<file path="src/sv/hdpi_pkg.sv">
// Shared types, constants and the arctangent table for the dead-reckoning
// position integrator. No dependencies.
package hdpi_pkg;

    localparam int TURN_W = 18;
    localparam int DIST_W = 20;
    localparam int HEAD_W = 17;
    localparam int SUM_W = 19;
    localparam int ANG_W = 26;
    localparam int VEC_W = 35;
    localparam int PROD_W = VEC_W + DIST_W;
    localparam int TERM_W = PROD_W - 30;
    localparam int OUT_W = 32;

    localparam logic signed [SUM_W-1:0] FULL_TURN = 19'sd92160;
    localparam logic [HEAD_W-1:0] DEG90 = 17'd23040;
    localparam logic [HEAD_W-1:0] DEG270 = 17'd69120;
    localparam logic signed [VEC_W-1:0] CORDIC_GAIN = 35'sd652032875;
    localparam logic signed [PROD_W-1:0] ROUND_HALF = PROD_W'(64'sd536870912);

    typedef enum logic [2:0] {
        ST_IDLE,
        ST_WRAP,
        ST_CORDIC,
        ST_MULT,
        ST_ACCUM,
        ST_EMIT
    } hdpi_state_t;

    // atan(2^-i) in degrees Q.16, rounded to nearest
    function automatic logic signed [ANG_W-1:0] atan_q16(input int idx);
        logic signed [ANG_W-1:0] v;
        v = '0;
        unique case (idx)
            0: v = 26'sd2949120;
            1: v = 26'sd1740967;
            2: v = 26'sd919879;
            3: v = 26'sd466945;
            4: v = 26'sd234379;
            5: v = 26'sd117304;
            6: v = 26'sd58666;
            7: v = 26'sd29335;
            8: v = 26'sd14668;
            9: v = 26'sd7334;
            10: v = 26'sd3667;
            11: v = 26'sd1833;
            12: v = 26'sd917;
            13: v = 26'sd458;
            14: v = 26'sd229;
            15: v = 26'sd115;
            16: v = 26'sd57;
            17: v = 26'sd29;
            18: v = 26'sd14;
            19: v = 26'sd7;
            20: v = 26'sd4;
            21: v = 26'sd2;
            22: v = 26'sd1;
            default: v = '0;
        endcase
        return v;
    endfunction

endpackage

</file>
<file path="src/sv/hdpi_in_if.sv">
// Input channel: one move (turn, distance, end mark) per beat.
// Depends on hdpi_pkg.
interface hdpi_in_if
    import hdpi_pkg::*;
();
    logic valid;
    logic ready;
    logic signed [TURN_W-1:0] turn;
    logic [DIST_W-1:0] distance;
    logic end_of_path;

    modport source (output valid, output turn, output distance, output end_of_path,
                    input ready);
    modport sink (input valid, input turn, input distance, input end_of_path,
                  output ready);
endinterface

</file>
<file path="src/sv/hdpi_out_if.sv">
// Output channel: final position and saturation flag per beat.
// Depends on hdpi_pkg.
interface hdpi_out_if
    import hdpi_pkg::*;
();
    logic valid;
    logic ready;
    logic signed [OUT_W-1:0] x_position;
    logic signed [OUT_W-1:0] y_position;
    logic saturated;

    modport source (output valid, output x_position, output y_position,
                    output saturated, input ready);
    modport sink (input valid, input x_position, input y_position,
                  input saturated, output ready);
endinterface

</file>
<file path="src/sv/heading_distance_position_integrator.sv">
// Dead-reckoning position integrator: heading wrap, CORDIC sine/cosine,
// bit-serial distance multiply, saturating accumulate.
// Depends on hdpi_pkg, hdpi_in_if, hdpi_out_if.
//
//  channel  | dir | beat contents
//  ---------+-----+-------------------------------------------
//  in_ch    | in  | turn, distance, end_of_path
//  out_ch   | out | x_position, y_position, saturated
//
// One move runs the heading wrap loop, one CORDIC rotation per cycle, then
// one distance bit per cycle in the shift-add multiplier, then the
// accumulate step. An end-of-path move adds an emit step that loads the
// output register. Reset clears heading, position and flag. A result waits
// in the output register while the next move runs; a second result stalls
// only if the first was not yet taken.
module heading_distance_position_integrator
    import hdpi_pkg::*;
#(
    parameter int CORDIC_STEPS = 16,
    parameter int POSITION_WIDTH = 32
) (
    input  logic clk,
    input  logic rst_n,
    hdpi_in_if.sink in_ch,
    hdpi_out_if.source out_ch
);

    localparam int PW = POSITION_WIDTH;
    localparam int CW = (CORDIC_STEPS > 1) ? $clog2(CORDIC_STEPS) : 1;
    localparam logic [CW-1:0] LAST_STEP = CW'(CORDIC_STEPS - 1);
    localparam int MCW = 5;
    localparam logic [MCW-1:0] LAST_BIT = MCW'(DIST_W - 1);
    localparam int SW = PW + 2;
    localparam logic signed [SW-1:0] PMAX = {3'b000, {(PW-1){1'b1}}};
    localparam logic signed [SW-1:0] PMIN = {3'b111, {(PW-1){1'b0}}};
    localparam int EW = (PW > OUT_W) ? PW : OUT_W;
    localparam logic signed [EW-1:0] OMAX = {{(EW-31){1'b0}}, {31{1'b1}}};
    localparam logic signed [EW-1:0] OMIN = {{(EW-31){1'b1}}, {31{1'b0}}};

    hdpi_state_t state_reg, state_next;

    logic [HEAD_W-1:0] heading_reg;
    logic signed [PW-1:0] xacc_reg, yacc_reg;
    logic sat_reg;
    logic signed [SUM_W-1:0] sum_reg;
    logic [DIST_W-1:0] dist_reg;
    logic last_reg;
    logic neg_reg;
    logic signed [ANG_W-1:0] ang_reg;
    logic signed [VEC_W-1:0] cx_reg, cy_reg;
    logic [CW-1:0] step_reg;
    logic [MCW-1:0] bit_reg;
    logic signed [PROD_W-1:0] mx_reg, my_reg, px_reg, py_reg;
    logic out_valid_reg;
    logic signed [OUT_W-1:0] xout_reg, yout_reg;
    logic sat_out_reg;

    // wrap status
    logic wrap_low, wrap_high;
    assign wrap_low = sum_reg < 0;
    assign wrap_high = sum_reg >= FULL_TURN;

    // quadrant fold of the wrapped heading
    logic [HEAD_W-1:0] head_w;
    logic signed [ANG_W-1:0] ang_fold;
    logic fold_neg;
    assign head_w = sum_reg[HEAD_W-1:0];
    always_comb
    begin
        fold_neg = 1'b0;
        priority if (head_w > DEG90 && head_w < DEG270)
        begin
            ang_fold = (ANG_W'(signed'({1'b0, head_w})) - ANG_W'(46080)) <<< 8;
            fold_neg = 1'b1;
        end
        else if (head_w >= DEG270)
            ang_fold = (ANG_W'(signed'({1'b0, head_w})) - ANG_W'(92160)) <<< 8;
        else
            ang_fold = ANG_W'(signed'({1'b0, head_w})) <<< 8;
    end

    // CORDIC rotation step
    logic signed [VEC_W-1:0] dx, dy;
    logic signed [ANG_W-1:0] atan_i;
    logic signed [VEC_W-1:0] cx_rot, cy_rot;
    logic signed [ANG_W-1:0] ang_rot;
    assign dx = cy_reg >>> step_reg;
    assign dy = cx_reg >>> step_reg;
    assign atan_i = atan_q16(int'(step_reg));
    always_comb
    begin
        if (ang_reg >= 0)
        begin
            cx_rot = cx_reg - dx;
            cy_rot = cy_reg + dy;
            ang_rot = ang_reg - atan_i;
        end
        else
        begin
            cx_rot = cx_reg + dx;
            cy_rot = cy_reg - dy;
            ang_rot = ang_reg + atan_i;
        end
    end

    // rounding and saturating accumulate
    logic signed [PROD_W-1:0] rx, ry;
    logic signed [TERM_W-1:0] tx, ty;
    logic signed [SW-1:0] sx, sy;
    logic hit_x, hit_y;
    logic signed [PW-1:0] xacc_sat, yacc_sat;
    assign rx = (px_reg + ROUND_HALF) >>> 30;
    assign ry = (py_reg + ROUND_HALF) >>> 30;
    assign tx = rx[TERM_W-1:0];
    assign ty = ry[TERM_W-1:0];
    assign sx = SW'(xacc_reg) + SW'(tx);
    assign sy = SW'(yacc_reg) + SW'(ty);
    always_comb
    begin
        hit_x = (sx > PMAX) || (sx < PMIN);
        hit_y = (sy > PMAX) || (sy < PMIN);
        xacc_sat = (sx > PMAX) ? PMAX[PW-1:0] : (sx < PMIN) ? PMIN[PW-1:0] : sx[PW-1:0];
        yacc_sat = (sy > PMAX) ? PMAX[PW-1:0] : (sy < PMIN) ? PMIN[PW-1:0] : sy[PW-1:0];
    end

    // output clamp to 32 bits
    logic signed [EW-1:0] ex, ey;
    logic oclip;
    logic signed [OUT_W-1:0] xclip, yclip;
    assign ex = EW'(xacc_reg);
    assign ey = EW'(yacc_reg);
    always_comb
    begin
        oclip = (ex > OMAX) || (ex < OMIN) || (ey > OMAX) || (ey < OMIN);
        xclip = (ex > OMAX) ? OMAX[OUT_W-1:0] : (ex < OMIN) ? OMIN[OUT_W-1:0] : ex[OUT_W-1:0];
        yclip = (ey > OMAX) ? OMAX[OUT_W-1:0] : (ey < OMIN) ? OMIN[OUT_W-1:0] : ey[OUT_W-1:0];
    end

    logic emit_go;
    assign emit_go = !out_valid_reg || out_ch.ready;

    // next state
    always_comb
    begin
        state_next = state_reg;
        unique case (state_reg)
            ST_IDLE:   if (in_ch.valid) state_next = ST_WRAP;
            ST_WRAP:   if (!wrap_low && !wrap_high) state_next = ST_CORDIC;
            ST_CORDIC: if (step_reg == LAST_STEP) state_next = ST_MULT;
            ST_MULT:   if (bit_reg == LAST_BIT) state_next = ST_ACCUM;
            ST_ACCUM:  state_next = last_reg ? ST_EMIT : ST_IDLE;
            ST_EMIT:   if (emit_go) state_next = ST_IDLE;
            default:   state_next = ST_IDLE;
        endcase
    end

    // handshake outputs
    always_comb
    begin
        in_ch.ready = (state_reg == ST_IDLE);
        out_ch.valid = out_valid_reg;
        out_ch.x_position = xout_reg;
        out_ch.y_position = yout_reg;
        out_ch.saturated = sat_out_reg;
    end

    // control and architectural state
    always_ff @(posedge clk or negedge rst_n)
    begin
        if (!rst_n)
        begin
            state_reg <= ST_IDLE;
            heading_reg <= '0;
            xacc_reg <= '0;
            yacc_reg <= '0;
            sat_reg <= 1'b0;
            out_valid_reg <= 1'b0;
        end
        else
        begin
            state_reg <= state_next;
            if (state_reg == ST_WRAP && !wrap_low && !wrap_high)
                heading_reg <= head_w;
            if (state_reg == ST_ACCUM)
            begin
                xacc_reg <= xacc_sat;
                yacc_reg <= yacc_sat;
                if (hit_x || hit_y)
                    sat_reg <= 1'b1;
            end
            if (state_reg == ST_EMIT && emit_go)
            begin
                out_valid_reg <= 1'b1;
                heading_reg <= '0;
                xacc_reg <= '0;
                yacc_reg <= '0;
                sat_reg <= 1'b0;
            end
            else if (out_ch.ready)
                out_valid_reg <= 1'b0;
        end
    end

    // datapath
    always_ff @(posedge clk)
    begin
        unique case (state_reg)
            ST_IDLE:
            begin
                sum_reg <= SUM_W'(signed'({2'b00, heading_reg})) + SUM_W'(in_ch.turn);
                dist_reg <= in_ch.distance;
                last_reg <= in_ch.end_of_path;
            end
            ST_WRAP:
            begin
                priority if (wrap_low)
                    sum_reg <= sum_reg + FULL_TURN;
                else if (wrap_high)
                    sum_reg <= sum_reg - FULL_TURN;
                else
                begin
                    ang_reg <= ang_fold;
                    neg_reg <= fold_neg;
                    cx_reg <= CORDIC_GAIN;
                    cy_reg <= '0;
                    step_reg <= '0;
                end
            end
            ST_CORDIC:
            begin
                cx_reg <= cx_rot;
                cy_reg <= cy_rot;
                ang_reg <= ang_rot;
                step_reg <= step_reg + 1'b1;
                if (step_reg == LAST_STEP)
                begin
                    // x term uses -sin, y term uses cos (after the final rotation)
                    mx_reg <= PROD_W'(neg_reg ? cy_rot : -cy_rot);
                    my_reg <= PROD_W'(neg_reg ? -cx_rot : cx_rot);
                    px_reg <= '0;
                    py_reg <= '0;
                    bit_reg <= '0;
                end
            end
            ST_MULT:
            begin
                if (dist_reg[0])
                begin
                    px_reg <= px_reg + mx_reg;
                    py_reg <= py_reg + my_reg;
                end
                mx_reg <= mx_reg <<< 1;
                my_reg <= my_reg <<< 1;
                dist_reg <= dist_reg >> 1;
                bit_reg <= bit_reg + 1'b1;
            end
            ST_ACCUM:
            begin
            end
            ST_EMIT:
            begin
                if (emit_go)
                begin
                    xout_reg <= xclip;
                    yout_reg <= yclip;
                    sat_out_reg <= sat_reg || oclip;
                end
            end
            default:
            begin
            end
        endcase
    end

endmodule
</file>
<file path="src/flat_wrapper.sv">
// flat-port wrapper written by rule: the top's interface ports become plain ports
module heading_distance_position_integrator_flat import hdpi_pkg::*;
#(
    parameter int CORDIC_STEPS = 16,
    parameter int POSITION_WIDTH = 32
)
  (clk, rst_n, in_ch_valid, in_ch_turn, in_ch_distance, in_ch_end_of_path, in_ch_ready, out_ch_valid, out_ch_x_position, out_ch_y_position, out_ch_saturated, out_ch_ready);
  hdpi_in_if in_ch_i ();
  hdpi_out_if out_ch_i ();
  input  logic clk;
  input  logic rst_n;
  input wire logic [$bits(in_ch_i.valid)-1:0] in_ch_valid;
  input wire logic [$bits(in_ch_i.turn)-1:0] in_ch_turn;
  input wire logic [$bits(in_ch_i.distance)-1:0] in_ch_distance;
  input wire logic [$bits(in_ch_i.end_of_path)-1:0] in_ch_end_of_path;
  output wire logic [$bits(in_ch_i.ready)-1:0] in_ch_ready;
  output wire logic [$bits(out_ch_i.valid)-1:0] out_ch_valid;
  output wire logic [$bits(out_ch_i.x_position)-1:0] out_ch_x_position;
  output wire logic [$bits(out_ch_i.y_position)-1:0] out_ch_y_position;
  output wire logic [$bits(out_ch_i.saturated)-1:0] out_ch_saturated;
  input wire logic [$bits(out_ch_i.ready)-1:0] out_ch_ready;
  assign in_ch_i.valid = in_ch_valid;
  assign in_ch_i.turn = in_ch_turn;
  assign in_ch_i.distance = in_ch_distance;
  assign in_ch_i.end_of_path = in_ch_end_of_path;
  assign in_ch_ready = in_ch_i.ready;
  assign out_ch_valid = out_ch_i.valid;
  assign out_ch_x_position = out_ch_i.x_position;
  assign out_ch_y_position = out_ch_i.y_position;
  assign out_ch_saturated = out_ch_i.saturated;
  assign out_ch_i.ready = out_ch_ready;
  heading_distance_position_integrator #(.CORDIC_STEPS(CORDIC_STEPS), .POSITION_WIDTH(POSITION_WIDTH)) u_core (.clk(clk), .rst_n(rst_n), .in_ch(in_ch_i), .out_ch(out_ch_i));
endmodule
</file>
<file path="config.mk">
export PLATFORM = sky130hd
export DESIGN_NAME = heading_distance_position_integrator_flat
export DESIGN_NICKNAME = d
export VERILOG_FILES = /design/src/sv/hdpi_pkg.sv /design/src/sv/hdpi_in_if.sv /design/src/sv/hdpi_out_if.sv /design/src/sv/heading_distance_position_integrator.sv /design/src/flat_wrapper.sv
export SDC_FILE = /design/constraint.sdc
export NUM_CORES = 2
export LEC_CHECK = 0
export ABC_AREA = 1
export BUFFER_PORTS_ARGS = -buffer_cell sky130_fd_sc_hd__buf_4
export CAP_MARGIN = 20
export CORE_MARGIN = 1
export CORE_UTILIZATION = 60
export DETAILED_ROUTE_END_ITERATION = 6
export GPL_ROUTABILITY_DRIVEN = 0
export PLACE_DENSITY = 0.85
export SLEW_MARGIN = 5
export SYNTH_ARGS = -nofsm -noshare
export SYNTH_HDL_FRONTEND = slang
export SYNTH_SLANG_ARGS = --single-unit
</file>
<file path="constraint.sdc">
create_clock -name clk -period 8.6 [get_ports clk]
set_clock_uncertainty 0.1 [all_clocks]
set_input_delay 0.86 -clock clk [delete_from_list [all_inputs] [get_ports clk]]
set_output_delay 0.86 -clock clk [all_outputs]
set_load 0.01 [all_outputs]
</file>
==> results.json <==
{
  "cts.path.max_buffers": 3,
  "grt_setup_unrepaired": "no",
  "hold_path_startpoint": "in_ch_end_of_path",
  "arrival_ns": 7.03,
  "setup_viol": 0,
  "htree_levels": 2,
  "slew_headroom": 0.2675,
  "maxSlewViolCount": 0,
  "ys_ff_latch": 539,
  "cts_tree": "done",
  "busiest_layer": "met2",
  "start_kind": "register",
  "clk_latency_ns": 0.68,
  "seq_area_frac_synth": 0.3367,
  "grt_first_pass_wirelength_um": 208600,
  "syn-instance-count": 6570,
  "outcome": "complete, no violations",
  "core_um2": 76080,
  "grt_pass1_vias": 42550,
  "synth_area_um2": 46140,
  "met2_usage": 0.5520,
  "drive_gt1_frac": 0.05294,
  "grt_max_degree": 250,
  "wirelength_um": 130800,
  "timing_worst_setup_path_type": "reg2reg",
  "seq_area_um2": 15530,
  "die_height_um": 279.3,
  "cts-buffers-inserted": 60,
  "area_delta_synth_final_pct": 7.663,
  "cpMaxStageDelayCell": "buf_4",
  "cts_resized": 0,
  "initial_utilization": 0.6066,
  "multi_input_area_um2": 26600,
  "drc": 0,
  "routedWlPerCell_um": 17.16,
  "viasPerCell": 5.944,
  "hp-class": "in2reg",
  "ios": 110,
  "met3_usage": 0.05329,
  "antenna_found_initial": 1,
  "cts_sinks": 539,
  "yosysWarnings": 0,
  "cp_max_fo": 68,
  "grt_usage": 0.3270,
  "finalCriticalPeriod_ns": 6.716,
  "clock_tree.root_cell": "clkbuf_16",
  "finalCritPeriodShare": 0.7810,
  "via_count": 45320,
  "fmax_ghz": 0.1489,
  "hpwl_um": 99250,
  "synth_edf_count": 431,
  "nets": 6896,
  "drt_iter0_markers": 4868,
  "end_kind": "register",
  "fillers": 6434,
  "yosysUniqueCellTypes": 61,
  "async_reset_ff_frac": 0.1596,
  "startpoint": "u_core.step_reg[2]",
  "final_antenna_net_count": 0,
  "cp.required_ns": 8.91,
  "clk_pin_slew_ns": 0.06,
  "gr-total-overflow": 0,
  "fin_setup_tns_ns": 0,
  "dr.pass1.iters": 7,
  "synth.net_count": 6925,
  "die_w_um": 279.3,
  "synth-main-ff-cell": "edfxtp_1",
  "row_count": 101,
  "hold_viol": 0,
  "tightestPinTransition_ns": 1.099,
  "die-area_um2": 78020,
  "cap_violations": 0,
  "syn_area_per_cell_um2": 7.023,
  "numPortBuffers": 109,
  "cp_common_cell": "nand2_1",
  "cpPeakStageDelay_ns": 0.58,
  "met1_usage": 0.3862,
  "reg2reg_from": "u_core.step_reg[2]"
}
==> worst max-delay path, delay by kind of cell (launching register included) <==
family,cells,cell delay (ns)
and+or+nand+nor,24,3.13
adders and majority gates,2,0.57
xor gates and xnor gates,1,0.20
buffers and inverters,4,1.53
AOI/OAI and AO/OA,2,0.53
DFF,1,0.32
==> cell usage in the layout, fill, tap and decap left out, types with 19 or more instances in the layout <==
cell	count
nand2_1	1812
inv_1	804
nor2_1	594
nand3_1	531
a21oi_1	433
edfxtp_1	431
o21ai_0	378
ha_1	304
xor2_1	180
buf_4	130
xnor2_1	104
dfrtp_1	86
nand4_1	84
nor3_1	80
o211ai_1	67
a31oi_1	65
clkbuf_16	63
nand2_2	57
o21a_1	39
a21o_1	38
nor4_1	26
o21bai_1	22
dfxtp_1	22
o21ai_1	19
==> kinds of logic after synthesis <==
family	count (synthesis)	synth area share
multiplexers	1	0.0002440
AND/OR/NAND/NOR	3250	0.2947
adder cells (fa/ha/maj)	312	0.08590
flip-flops	539	0.3367
XOR/XNOR	287	0.05496
buffers and inverters	1041	0.08793
AO/OA/AOI/OAI	1140	0.1396
==> metrics by stage <==
step	utilization	instance area, um^2	cells	worst slack, ns	hold WS (ns)
2_1_floorplan	-	46140	6570	1.710	0.3727
3_3_place_gp	0.6243	47490	7507	1.978	0.3323
3_5_place_dp	0.6243	47490	7507	1.878	0.3516
4_1_cts	0.6527	49660	7621	1.915	0.2864
5_1_grt	0.6530	49680	7622	1.388	0.2919
6_report	0.6530	49680	7624	1.884	0.3080
==> repair_timing <==
action                                 4_1_cts  5_1_grt
hold buffers                                 1        0
endpoints found under the hold margin        1        0
setup buffers                                0        0
==> per-layer routing <==
layer,share of wire,routed length (um)
met5,0.00044,57
met4,0.070,9153
met3,0.087,11370
met2,0.47,60820
met1,0.38,49390
==> final timing paths <==
check                                            to  slack, ns  depth (start not counted)
min in group asynchronous              u_core.ey[6]       0.55                          2
worst min register to register   u_core.dist_reg[4]       0.36                          2
worst max register to register    u_core.my_reg[47]       1.88                         33
worst min-delay path                u_core.last_reg       0.31                          1
worst max-delay path              u_core.my_reg[47]       1.88                         33
max in group asynchronous       u_core.state_reg[1]       6.60                          3
==> cell type report <==
type / count / area share
Multi-Input combinational cell: 4990 / 0.5355
Sequential cell: 539 / 0.3127
Inverter: 817 / 0.06180
Clock buffer: 71 / 0.03314
Tap cell: 1030 / 0.02594
Timing Repair Buffer: 133 / 0.02065
Clock inverter: 42 / 0.01020
Antenna cell: 2 / 0.0001007
==> cells in the mapped netlist, drive strengths merged (2+ instances only) <==
| master | n | area share |
|---|---|---|
| inv | 816 | 0.066 |
| o221ai | 10 | 0.0019 |
| or2 | 11 | 0.0015 |
| nand2 | 1871 | 0.16 |
| nor3b | 4 | 0.00065 |
| o21a | 40 | 0.0065 |
| a211oi | 6 | 0.00098 |
| a221oi | 7 | 0.0013 |
| a21boi | 16 | 0.0026 |
| nand4 | 84 | 0.011 |
| xor2 | 181 | 0.035 |
| dfrtp | 86 | 0.047 |
| a31oi | 65 | 0.0088 |
| edfxtp | 431 | 0.28 |
| fa | 8 | 0.0035 |
| xnor2 | 106 | 0.020 |
| o22ai | 6 | 0.00081 |
| o31ai | 18 | 0.0030 |
| and2 | 7 | 0.00095 |
| nor4 | 26 | 0.0035 |
| a21o | 38 | 0.0062 |
| o2111ai | 2 | 0.00038 |
| o21bai | 22 | 0.0036 |
| clkbuf | 147 | 0.012 |
| o211ai | 67 | 0.011 |
| o21ai | 401 | 0.044 |
| o311ai | 2 | 0.00038 |
| buf | 77 | 0.0095 |
| and3 | 4 | 0.00054 |
| nand3 | 535 | 0.058 |
| ha | 304 | 0.082 |
| nand3b | 14 | 0.0023 |
| nor3 | 85 | 0.0097 |
| a21oi | 434 | 0.047 |
| nor2 | 609 | 0.050 |
| a2111oi | 2 | 0.00038 |
| dfxtp | 22 | 0.0095 |
Power is left out: the tool's default activity adds up to more than one toggle a clock period on the data nets, which glitch-free logic cannot reach.
